[config.mk]
export PLATFORM = sky130hd
export DESIGN_NAME = link_reconnect_backoff_fsm_top
export DESIGN_NICKNAME = d
export VERILOG_FILES = /design/src/hw/rtl/lrb_pkg.sv /design/src/hw/rtl/lrb_cfg_regs.sv /design/src/hw/rtl/lrb_step.sv /design/src/hw/rtl/link_reconnect_backoff_fsm_top.sv
export SDC_FILE = /design/constraint.sdc
export NUM_CORES = 1
export LEC_CHECK = 0
export BUFFER_PORTS_ARGS = -buffer_cell sky130_fd_sc_hd__buf_4
export CORE_AREA = 3 3 159 161
export CTS_CLUSTER_DIAMETER = 50
export DETAILED_ROUTE_END_ITERATION = 10
export DIE_AREA = 0 0 162 164
export MAX_ROUTING_LAYER = met4
export PLACE_DENSITY_LB_ADDON = 0.2
export SLEW_MARGIN = 20
export SYNTH_ARGS = -nofsm -noshare
export SYNTH_HDL_FRONTEND = slang
export SYNTH_SLANG_ARGS = --single-unit
[constraint.sdc]
create_clock -name clk_i -period 5.12 [get_ports clk_i]
set_input_delay 0.768 -clock clk_i [delete_from_list [all_inputs] [get_ports clk_i]]
set_output_delay 0.768 -clock clk_i [all_outputs]
set_load 0.05 [all_outputs]
[src/hw/rtl/lrb_pkg.sv]
// Package for the link reconnect backoff controller.
// Holds the event, mode, notify, failure and register codes and the shared structs.
// No dependencies.
`default_nettype none

package lrb_pkg;

  typedef enum logic [2:0] {
    OP_INIT             = 3'd0,
    OP_STA_START        = 3'd1,
    OP_GOT_IP           = 3'd2,
    OP_TIMER_FIRED      = 3'd3,
    OP_RECONFIG_TIMEOUT = 3'd4,
    OP_PROVISIONED      = 3'd5,
    OP_DISCONNECTED     = 3'd6,
    OP_ACTION_FAILED    = 3'd7
  } op_e;

  typedef enum logic [2:0] {
    MODE_DISC       = 3'd0,
    MODE_CONNECTING = 3'd1,
    MODE_CONNECTED  = 3'd2,
    MODE_RECONF     = 3'd3,
    MODE_STOPPED    = 3'd4
  } mode_e;

  typedef enum logic [1:0] {
    NOTE_DISC = 2'd0,
    NOTE_CONN = 2'd1,
    NOTE_PROV = 2'd2,
    NOTE_STOP = 2'd3
  } note_e;

  typedef enum logic [1:0] {
    FAIL_CONNECT    = 2'd0,
    FAIL_DISCONNECT = 2'd1,
    FAIL_TIMER      = 2'd2
  } fail_e;

  typedef enum logic [1:0] {
    CFG_BACKOFF_BASE = 2'd0,
    CFG_BACKOFF_MAX  = 2'd1,
    CFG_AUTH_LIMIT   = 2'd2
  } cfg_idx_e;

  localparam int unsigned BaseW  = 16;
  localparam int unsigned DelayW = 22;
  localparam int unsigned CntW   = 8;
  localparam int unsigned GenW   = 32;
  localparam int unsigned ReasonW = 8;

  localparam logic [BaseW-1:0]  BaseReset  = 16'd1000;
  localparam logic [DelayW-1:0] MaxReset   = 22'd60000;
  localparam logic [CntW-1:0]   LimitReset = 8'd3;
  localparam logic [CntW-1:0]   CntMax     = 8'd255;
  localparam logic [CntW-1:0]   ShiftAttempts = 8'd6;

  // Disconnect reasons that count as authentication failures
  localparam logic [ReasonW-1:0] ReasonAuthA = 8'd202;
  localparam logic [ReasonW-1:0] ReasonAuthB = 8'd15;
  localparam logic [ReasonW-1:0] ReasonAuthC = 8'd204;
  localparam logic [ReasonW-1:0] ReasonAuthD = 8'd14;
  localparam logic [ReasonW-1:0] ReasonAuthE = 8'd23;

  typedef struct packed {
    logic [BaseW-1:0]  backoff_base;
    logic [DelayW-1:0] backoff_max;
    logic [CntW-1:0]   auth_limit;
  } cfg_t;

  typedef struct packed {
    mode_e             mode;
    logic [CntW-1:0]   retry_cnt;
    logic [CntW-1:0]   auth_cnt;
    logic              provisioned;
    logic              timer_run;
    logic [GenW-1:0]   timer_tag;
  } state_t;

  typedef struct packed {
    logic              accepted;
    logic              do_connect;
    logic              do_disconnect;
    logic              do_start_timer;
    logic              do_stop_timer;
    logic              do_notify;
    note_e             notify_code;
    logic [DelayW-1:0] delay_ms;
  } res_t;

endpackage

`default_nettype wire

[src/hw/rtl/lrb_cfg_regs.sv]
// Configuration registers of the link reconnect backoff controller.
// Depends on lrb_pkg for the register index codes and cfg_t.
`default_nettype none

module lrb_cfg_regs (
  input  wire logic                       clk_i,
  input  wire logic                       rst_ni,
  input  wire logic                       wr_en_i,
  input  wire logic [1:0]                 wr_index_i,
  input  wire logic [lrb_pkg::DelayW-1:0] wr_data_i,
  output lrb_pkg::cfg_t                   cfg_o
);

  lrb_pkg::cfg_t cfg_q, cfg_d;

  always_comb begin
    cfg_d = cfg_q;
    if (wr_en_i) begin
      unique case (wr_index_i)
        lrb_pkg::CFG_BACKOFF_BASE: cfg_d.backoff_base = wr_data_i[lrb_pkg::BaseW-1:0];
        lrb_pkg::CFG_BACKOFF_MAX:  cfg_d.backoff_max  = wr_data_i;
        lrb_pkg::CFG_AUTH_LIMIT:   cfg_d.auth_limit   = wr_data_i[lrb_pkg::CntW-1:0];
        default: ;  // drop writes beyond the register list
      endcase
    end
  end

  always_ff @(posedge clk_i or negedge rst_ni) begin
    if (!rst_ni) begin
      cfg_q.backoff_base <= lrb_pkg::BaseReset;
      cfg_q.backoff_max  <= lrb_pkg::MaxReset;
      cfg_q.auth_limit   <= lrb_pkg::LimitReset;
    end else begin
      cfg_q <= cfg_d;
    end
  end

  assign cfg_o = cfg_q;

endmodule

`default_nettype wire

[src/hw/rtl/lrb_step.sv]
// Next-state and result logic for one event of the reconnect controller.
// Purely combinational; depends on lrb_pkg for codes and structs.
`default_nettype none

module lrb_step (
  input  wire logic [2:0]                  operation_i,
  input  wire logic                        saved_creds_i,
  input  wire logic [lrb_pkg::GenW-1:0]    event_generation_i,
  input  wire logic [lrb_pkg::ReasonW-1:0] drop_cause_i,
  input  wire logic [1:0]                  fail_kind_i,
  input  wire lrb_pkg::cfg_t               cfg_i,
  input  wire lrb_pkg::state_t             st_i,
  output lrb_pkg::state_t                  st_o,
  output lrb_pkg::res_t                    res_o
);

  logic                          reason_auth;
  logic [lrb_pkg::CntW-1:0]      retry_inc;
  logic [lrb_pkg::CntW-1:0]      auth_inc;
  logic [lrb_pkg::DelayW-1:0]    base_ext;
  logic [lrb_pkg::DelayW-1:0]    backoff_delay;

  assign reason_auth = (drop_cause_i == lrb_pkg::ReasonAuthA) ||
                       (drop_cause_i == lrb_pkg::ReasonAuthB) ||
                       (drop_cause_i == lrb_pkg::ReasonAuthC) ||
                       (drop_cause_i == lrb_pkg::ReasonAuthD) ||
                       (drop_cause_i == lrb_pkg::ReasonAuthE);

  assign retry_inc = (st_i.retry_cnt == lrb_pkg::CntMax) ? st_i.retry_cnt
                                                         : st_i.retry_cnt + 8'd1;
  assign auth_inc  = (st_i.auth_cnt == lrb_pkg::CntMax) ? st_i.auth_cnt
                                                        : st_i.auth_cnt + 8'd1;

  // Attempt after an arm is retry_inc, at least 1; attempts above six use the cap.
  assign base_ext = {{(lrb_pkg::DelayW - lrb_pkg::BaseW){1'b0}}, cfg_i.backoff_base};
  assign backoff_delay = (retry_inc > lrb_pkg::ShiftAttempts) ? cfg_i.backoff_max
                       : (base_ext << (retry_inc[2:0] - 3'd1));

  always_comb begin
    st_o  = st_i;
    res_o = '0;

    unique case (lrb_pkg::op_e'(operation_i))
      lrb_pkg::OP_INIT: begin
        st_o             = '0;
        st_o.mode        = lrb_pkg::MODE_DISC;
        st_o.provisioned = saved_creds_i;
        res_o.accepted   = 1'b1;
      end

      lrb_pkg::OP_STA_START: begin
        if (saved_creds_i) begin
          st_o.provisioned = 1'b1;
          st_o.mode        = lrb_pkg::MODE_CONNECTING;
          res_o.do_connect = 1'b1;
          res_o.accepted   = 1'b1;
        end
      end

      lrb_pkg::OP_GOT_IP: begin
        st_o.mode          = lrb_pkg::MODE_CONNECTED;
        st_o.retry_cnt     = '0;
        st_o.auth_cnt      = '0;
        st_o.timer_run     = 1'b0;
        res_o.do_stop_timer = st_i.timer_run;
        res_o.do_notify    = 1'b1;
        res_o.notify_code  = lrb_pkg::NOTE_CONN;
        res_o.accepted     = 1'b1;
      end

      lrb_pkg::OP_TIMER_FIRED: begin
        // Stale generations are ignored outright
        if (event_generation_i == st_i.timer_tag) begin
          st_o.timer_run = 1'b0;
          if (st_i.mode == lrb_pkg::MODE_DISC && st_i.provisioned) begin
            st_o.mode        = lrb_pkg::MODE_CONNECTING;
            res_o.do_connect = 1'b1;
            res_o.accepted   = 1'b1;
          end
        end
      end

      lrb_pkg::OP_RECONFIG_TIMEOUT: begin
        if (st_i.mode == lrb_pkg::MODE_RECONF) begin
          st_o.mode        = lrb_pkg::MODE_CONNECTING;
          res_o.do_connect = 1'b1;
          res_o.accepted   = 1'b1;
        end
      end

      lrb_pkg::OP_PROVISIONED: begin
        st_o.provisioned    = 1'b1;
        st_o.retry_cnt      = '0;
        st_o.auth_cnt       = '0;
        st_o.timer_run      = 1'b0;
        res_o.do_stop_timer = st_i.timer_run;
        if (st_i.mode == lrb_pkg::MODE_DISC || st_i.mode == lrb_pkg::MODE_STOPPED) begin
          st_o.mode        = lrb_pkg::MODE_CONNECTING;
          res_o.do_connect = 1'b1;
        end else begin
          st_o.mode           = lrb_pkg::MODE_RECONF;
          res_o.do_disconnect = 1'b1;
        end
        res_o.do_notify   = 1'b1;
        res_o.notify_code = lrb_pkg::NOTE_PROV;
        res_o.accepted    = 1'b1;
      end

      lrb_pkg::OP_DISCONNECTED: begin
        if (st_i.mode == lrb_pkg::MODE_RECONF) begin
          st_o.mode        = lrb_pkg::MODE_CONNECTING;
          res_o.do_connect = 1'b1;
          res_o.accepted   = 1'b1;
        end else if (st_i.mode != lrb_pkg::MODE_STOPPED) begin
          res_o.accepted      = 1'b1;
          res_o.do_stop_timer = st_i.timer_run;
          res_o.do_notify     = 1'b1;
          res_o.notify_code   = lrb_pkg::NOTE_DISC;
          st_o.mode           = lrb_pkg::MODE_DISC;
          st_o.timer_run      = 1'b0;
          if (reason_auth) begin
            st_o.auth_cnt = auth_inc;
          end
          if (reason_auth && (auth_inc >= cfg_i.auth_limit)) begin
            st_o.mode         = lrb_pkg::MODE_STOPPED;
            res_o.notify_code = lrb_pkg::NOTE_STOP;
          end else begin
            st_o.retry_cnt       = retry_inc;
            st_o.timer_run       = 1'b1;
            st_o.timer_tag       = st_i.timer_tag + 32'd1;
            res_o.do_start_timer = 1'b1;
            res_o.delay_ms       = backoff_delay;
          end
        end
      end

      lrb_pkg::OP_ACTION_FAILED: begin
        case (fail_kind_i)
          lrb_pkg::FAIL_CONNECT: begin
            if (st_i.mode == lrb_pkg::MODE_CONNECTING) begin
              st_o.mode            = lrb_pkg::MODE_DISC;
              st_o.retry_cnt       = retry_inc;
              st_o.timer_run       = 1'b1;
              st_o.timer_tag       = st_i.timer_tag + 32'd1;
              res_o.do_start_timer = 1'b1;
              res_o.delay_ms       = backoff_delay;
              res_o.accepted       = 1'b1;
            end
          end
          lrb_pkg::FAIL_DISCONNECT: begin
            if (st_i.mode == lrb_pkg::MODE_RECONF) begin
              st_o.mode        = lrb_pkg::MODE_CONNECTING;
              res_o.do_connect = 1'b1;
              res_o.accepted   = 1'b1;
            end
          end
          lrb_pkg::FAIL_TIMER: st_o.timer_run = 1'b0;
          default: ;  // unused kind: no change
        endcase
      end

      default: ;
    endcase
  end

endmodule

`default_nettype wire

[src/hw/rtl/link_reconnect_backoff_fsm_top.sv]
// Top level of the link reconnect backoff controller.
// Instantiates lrb_cfg_regs and lrb_step; depends on lrb_pkg.
`default_nettype none

// One event beat is taken every cycle while the input register is free or
// its event can advance. Each beat lands in an input register and is
// processed against the controller state once the result register is free
// or draining, and its result is then registered. Input ready follows
// out_ready_i combinationally when both registers are full; a waiting result
// does not block a new event from entering an empty input register.
// Configuration writes are always ready and take effect on the next cycle.
module link_reconnect_backoff_fsm_top (
  input  wire logic        clk_i,
  input  wire logic        rst_ni,
  input  wire logic        in_valid_i,
  output logic             in_ready_o,
  input  wire logic [2:0]  operation_i,
  input  wire logic        saved_creds_i,
  input  wire logic [31:0] event_generation_i,
  input  wire logic [7:0]  drop_cause_i,
  input  wire logic [1:0]  fail_kind_i,
  output logic             out_valid_o,
  input  wire logic        out_ready_i,
  output logic             accepted_o,
  output logic             do_connect_o,
  output logic             do_disconnect_o,
  output logic             do_start_timer_o,
  output logic             do_stop_timer_o,
  output logic             do_notify_o,
  output logic [1:0]       notify_code_o,
  output logic [21:0]      delay_ms_o,
  output logic [31:0]      current_generation_o,
  input  wire logic        cfg_valid_i,
  output logic             cfg_ready_o,
  input  wire logic [1:0]  cfg_index_i,
  input  wire logic [21:0] cfg_data_i
);

  lrb_pkg::cfg_t   cfg;
  lrb_pkg::state_t st_q, st_d;
  lrb_pkg::res_t   res_d, res_q;

  logic        in_valid_q;
  logic [2:0]  op_q;
  logic        creds_q;
  logic [31:0] gen_q;
  logic [7:0]  reason_q;
  logic [1:0]  kind_q;
  logic        out_valid_q;
  logic [31:0] out_gen_q;
  logic        advance;

  assign cfg_ready_o = 1'b1;

  lrb_cfg_regs u_cfg (
    .clk_i      (clk_i),
    .rst_ni     (rst_ni),
    .wr_en_i    (cfg_valid_i),
    .wr_index_i (cfg_index_i),
    .wr_data_i  (cfg_data_i),
    .cfg_o      (cfg)
  );

  // Process the held event when the result register is free or draining
  assign advance    = in_valid_q && (!out_valid_q || out_ready_i);
  assign in_ready_o = !in_valid_q || advance;

  always_ff @(posedge clk_i or negedge rst_ni) begin
    if (!rst_ni) begin
      in_valid_q <= 1'b0;
    end else if (in_ready_o) begin
      in_valid_q <= in_valid_i;
    end
  end

  always_ff @(posedge clk_i) begin
    if (in_ready_o && in_valid_i) begin
      op_q     <= operation_i;
      creds_q  <= saved_creds_i;
      gen_q    <= event_generation_i;
      reason_q <= drop_cause_i;
      kind_q   <= fail_kind_i;
    end
  end

  lrb_step u_step (
    .operation_i         (op_q),
    .saved_creds_i       (creds_q),
    .event_generation_i  (gen_q),
    .drop_cause_i        (reason_q),
    .fail_kind_i         (kind_q),
    .cfg_i               (cfg),
    .st_i                (st_q),
    .st_o                (st_d),
    .res_o               (res_d)
  );

  // Reset state is all zero, which is also the disconnected mode
  always_ff @(posedge clk_i or negedge rst_ni) begin
    if (!rst_ni) begin
      st_q        <= '0;
      out_valid_q <= 1'b0;
    end else begin
      if (advance) begin
        st_q <= st_d;
      end
      if (advance) begin
        out_valid_q <= 1'b1;
      end else if (out_ready_i) begin
        out_valid_q <= 1'b0;
      end
    end
  end

  always_ff @(posedge clk_i) begin
    if (advance) begin
      res_q     <= res_d;
      out_gen_q <= st_d.timer_tag;
    end
  end

  assign out_valid_o          = out_valid_q;
  assign accepted_o           = res_q.accepted;
  assign do_connect_o         = res_q.do_connect;
  assign do_disconnect_o      = res_q.do_disconnect;
  assign do_start_timer_o     = res_q.do_start_timer;
  assign do_stop_timer_o      = res_q.do_stop_timer;
  assign do_notify_o          = res_q.do_notify;
  assign notify_code_o        = res_q.notify_code;
  assign delay_ms_o           = res_q.delay_ms;
  assign current_generation_o = out_gen_q;

  // Result register and controller state move together
  a_gen_tracks_state: assert property (@(posedge clk_i) disable iff (!rst_ni)
    out_valid_q |-> (out_gen_q == st_q.timer_tag))
    else $error("result generation differs from stored timer tag");

  a_start_arms_timer: assert property (@(posedge clk_i) disable iff (!rst_ni)
    (out_valid_q && res_q.do_start_timer) |-> st_q.timer_run)
    else $error("timer started but not marked running");

  a_advance_fills_out: assert property (@(posedge clk_i) disable iff (!rst_ni)
    advance |=> out_valid_q)
    else $error("processed event left no result");

  a_init_clears: assert property (@(posedge clk_i) disable iff (!rst_ni)
    (advance && op_q == lrb_pkg::OP_INIT) |=>
      (res_q.accepted && out_gen_q == 32'd0 && st_q.retry_cnt == 8'd0))
    else $error("init event did not clear state");

endmodule

`default_nettype wire
# [Word level (Yosys, flattened, before mapping)]
# Cells that the tools add are included.
[totals] reg_bits=209 in_bits=75 word_cells=157 output_inout_bits=65
[classes] n_lt_le_gt_ge=2 n_mux=58 n_eq_ne=36 reduce_logical=31 shift=1 n_addsub=4
[ops] operator="33-bit two-way mux" n=4
[ops] operator="32-bit one-hot mux with 3 select lines" n=1
[ops] operator="22-bit two-way mux" n=4
[ops] operator="27-bit two-way mux" n=2
[ops] operator="22-bit one-hot mux with 2 select lines" n=1
[ops] operator="8-bit two-way mux" n=5
[ops] operator="32-bit by 1-bit adder with 32-bit output (second input constant)" n=1
[ops] operator="32-bit == test" n=1
[ops] operator="8-bit == test (second input constant)" n=4
[ops] operator="32-bit two-way mux" n=1
[ops] operator="3-bit one-hot mux with 8 select lines" n=1
[ops] operator="8-bit one-hot mux with 3 select lines" n=1
[ops] operator="16-bit by 3-bit left shift with 22-bit output" n=1
[ops] operator="7-bit AND reduction" n=3
[ops] operator="19-bit two-way mux" n=1
[ops] operator="3-bit two-way mux" n=6
[ops] operator="8-bit by 1-bit adder with 8-bit output (second input constant)" n=2
[ops] operator="8-bit by 4-bit == test with 1-bit output (second input constant)" n=2
[ops] operator="16-bit two-way mux" n=1
[ops] operator="8-bit one-hot mux with 2 select lines" n=1
[ops] operator="3-bit == test (second input constant)" n=5
[ops] operator="1-bit two-way mux" n=13
[ops] operator="2-bit two-way mux" n=6
[ops] operator="1-bit one-hot mux with 6 select lines" n=2
[ops] operator="other kinds (31)" n=63

# [Depth between registers and ports, before layout]
[logic_depth] depth_word=10 ltp_mapped=16 ltp_nobuf=14

# [Cells and area by module]
# A second synthesis with hierarchy kept.
[hier_totals] cells_unflattened=928 hier_area_um2=11129.4
[by_module_without_submodules] mod="link_reconnect_backoff_fsm_top" cells_each=230 seq_area_each_um2=4619.4 area_each_um2=5522.8 instances=1
[by_module_without_submodules] mod="lrb_step" cells_each=600 seq_area_each_um2=0.0 area_each_um2=3858.7 instances=1
[by_module_without_submodules] mod="lrb_cfg_regs" cells_each=98 seq_area_each_um2=1169.9 area_each_um2=1747.9 instances=1

# [Worst setup path before layout]
# OpenSTA, ideal clock, no wires.
[synth_timing] kind="register to register" start="reg st_q[42] (netlist name)" end="reg res_q (netlist bit delay_ms_o[7]) (data pin)" arrival_time_ns=3.303 path_stages_with_launch=16 path_buffers=4 slack_ns=1.550 setup_ns=0.267 required_ns=4.853 synth_period_minus_slack_ns=3.570 path_cell_list="dfrtp_1 > ha_1 > buf_2 > nand4_4 > nor2_4 > xnor2_4 > clkinv_4 > buf_4 > ha_1 > clkbuf_1 > clkinv_1 > nand2_1 > buf_2 > nor2_1 > a2111oi_0 > nor2_1"
[synth_lines] element="start, declared" line="link_reconnect_backoff_fsm_top.sv:40" rtl="lrb_pkg::state_t st_q, st_d;"
[synth_lines] element="start signal, assigned" line="link_reconnect_backoff_fsm_top.sv:105" rtl="st_q <= st_d;"
[synth_lines] element="end signal, assigned" line="link_reconnect_backoff_fsm_top.sv:117" rtl="res_q <= res_d;"
[synth_lines] element="end, declared" line="link_reconnect_backoff_fsm_top.sv:41" rtl="lrb_pkg::res_t res_d, res_q;"

==> flow_summary.toml <==
[run_status]
outcome = "finished, final reports clean"

[sta]
rsz0062_at_grt = "false"
hold_viol_final = 0
fin_worst_skew_ps = 14.7
slew_headroom = 0.397
setup_tns_ps = 0
worst_pin_slew_ps = 901
clock.fmax_ghz = 0.240
timing.hold.ws_ps = 295
min_period_ps = 4170
setup_violations = 0
slew_violations = 0
finalCritPeriodShare = 0.815

[setup_path]
r2r_start = "st_q[34]$_DFFE_PN0P_"
path_class = "reg -> reg"
cp.arrival_ps = 4540
worstReg2RegEnd = "current_generation_o[6]$_DFFE_PP_"
crit_fanout = 43
cp-end-kind = "flop"
start_kind = "flop"
crit_required_ps = 5490
worst-r2r-cell-count = 15
ff2ff_setup_slack_ps = 950

[cts]
clock_sinks = 209
clockRootBuffer = "clkbuf_16"
post_cts_resized = 0
clock_latency_ps = 530
cts_tree = "built"
clkTransAtPathRegs_ps = 60
postCtsSetupRepairBufs = 0
max-clock-path-buffers = 3
holdBufCountCts = 0
cts_buffers = 29
cts_max_level = 1

[route]
viasPerCell = 5.73
wl_per_cell_um = 18.9
highest_layer = "met4"
dr_wl_met2_um = 12400
drt_pre_antenna_iters = 5
ant_nets = 0
drt-total-wl_um = 28000
vias = 8484
drt_iter0_drc = 700
dr_wl_met3_um = 2570
wl_met1_um = 12600
drc = 0

[pwr]
leakage_nw = 5.27
ir_drop_v = 0.000238
powerDensity_nw_per_um2 = 384

[die]
io_pins = 140
die_area_sq_um = 26600
dieWidth_um = 162
core_sq_um = 24100
row_count = 57
start_util = 0.447
dieHeight_um = 164

[placed_design]
placedInstanceArea_sq_um = 12000
gp_congestion = 0.902
dp.cells = 1428
numPortBuffers = 138
dp.final_hpwl_um = 19500

[logic_synthesis]
netlist_instances = 1009
synth_edf_count = 108
syn_avg_cell_area_sq_um = 10.7
synthFlopType = "edfxtp_1"
synth_seq_cells = 209
async_flop_share = 0.483
ys_seq_area_frac = 0.537
synth_area_sq_um = 10800
synth_cell_types = 80
syn_nets = 1097
synth_warnings = 0

[grt]
grt_remaining_overflow = 0
first_global_vias = 8162
grt_max_degree = 56
grt_pass1_wl_um = 44600
track_usage = 0.215
antenna_found_initial = 0

[finish]
nets = 1223
antenna_cells = 0
fin_cells = 1481
utilization = 0.539
syn_to_final_growth_pct = 20.5
drive_above_1_share = 0.249
layout_commonest_cell = "buf_4"
final_area_sq_um = 13000
final_cell_mix = "147 x buf_4, 108 x edfxtp_1, 103 x a21oi_1"

[run]
drv_cap = 0

[min_path]
hold_path_class = "in -> async"
==> synthesized netlist by cell type (6+ instances only) <==
master / n / area (sq um)
nand2b_1: 8 / 50.1
ha_1: 13 / 163
a21oi_1: 103 / 515
edfxtp_1: 108 / 3240
dfstp_2: 15 / 394
and2_1: 9 / 56.3
nand3_1: 37 / 185
dfrtp_1: 86 / 2150
buf_6: 7 / 78.8
inv_1: 19 / 71.3
o21a_1: 7 / 52.6
buf_2: 15 / 75.1
a21o_1: 6 / 45.0
nor4_1: 12 / 75.1
mux2_2: 47 / 529
xor2_1: 35 / 307
and3_1: 14 / 87.6
clkbuf_1: 23 / 86.3
nor3_1: 21 / 105
nand2_1: 100 / 375
mux2i_1: 20 / 200
o211ai_1: 7 / 52.6
nand4_1: 10 / 62.6
nor2_1: 74 / 278
o21ai_0: 52 / 260
o31ai_1: 11 / 82.6
o22ai_1: 20 / 125
a31oi_1: 30 / 188
==> cell families after synthesis <==
logic type                 share of synthesized area
AOI/OAI and AO/OA                              0.160
xor gates and xnor gates                      0.0342
adders and majority gates                     0.0151
buffers and inverters                         0.0351
DFF                                            0.537
muxes                                         0.0698
other                                       0.000348
and+or+nand+nor                                0.148
==> report_power, final <==
group / leakage, nW / switching [mW] / total (mW) / internal [mW]
Sequential: 2.34 / 0.109 / 2.07 / 1.96
Clock: 0.468 / 0.770 / 1.98 / 1.21
Combinational: 2.46 / 0.602 / 0.942 / 0.339
==> stage by stage <==
step                      setup WS (ps)  total power, mW
after CTS                           981             5.01
final                               947             4.98
after global placement             1120             3.02
after floorplan                    1550             2.74
after global routing                622             5.20
after detailed placement           1020             3.03
==> final cells by class <==
type | instances | area (sq um)
fillers | 2148 | 11100
flip-flops and latches | 209 | 5790
multi-input cells | 725 | 4620
repair buffers | 148 | 1120
clock buffers | 38 | 790
well taps | 324 | 405
clock inverters | 15 | 174
inverters | 22 | 87.6
==> registers in the layout, summed over array words and instances, names as in the netlist, 2 cells and up <==
name                  flops
current_generation_o     32
op_q                      3
reason_q                  8
st_q                     53
delay_ms_o               22
gen_q                    32
u_cfg.cfg_o              46
kind_q                    2
notify_code_o             2
==> critical path, stage by stage, from the launching register on <==
cell and delay (ps):
dfrtp_1 440, ha_1 270, and3_1 200, and3_1 230, nor2_1 140, xor2_1 230
ha_1 270, and3_1 190, a221oi_1 230, o21a_1 250, o31ai_1 80, buf_4 200
o21a_1 200, inv_2 640, o21ai_1 190, a31oi_1 220
==> worst max path at each step <==
stage | slack (ps) | cells after the start | to | startpoint
floorplan | 1550 | 15 | delay_ms_o[7]$_DFFE_PP_ | st_q[42]$_DFFE_PN0P_
global placement | 1120 | 11 | delay_ms_o[7]$_DFFE_PP_ | st_q[42]$_DFFE_PN0P_
detailed placement | 1020 | 15 | current_generation_o[6]$_DFFE_PP_ | st_q[34]$_DFFE_PN0P_
CTS | 980 | 15 | current_generation_o[6]$_DFFE_PP_ | st_q[34]$_DFFE_PN0P_
global route | 620 | 15 | current_generation_o[15]$_DFFE_PP_ | st_q[34]$_DFFE_PN0P_
finish | 950 | 15 | current_generation_o[6]$_DFFE_PP_ | st_q[34]$_DFFE_PN0P_
==> metal layers <==
metal | vias up | track usage
met5 | - | -
met4 | 0 | 0.0427
met2 | 345 | 0.319
met1 | 4071 | 0.306
met3 | 33 | 0.0502
li1 | 4035 | -
(Power assumes the default switching activity.)
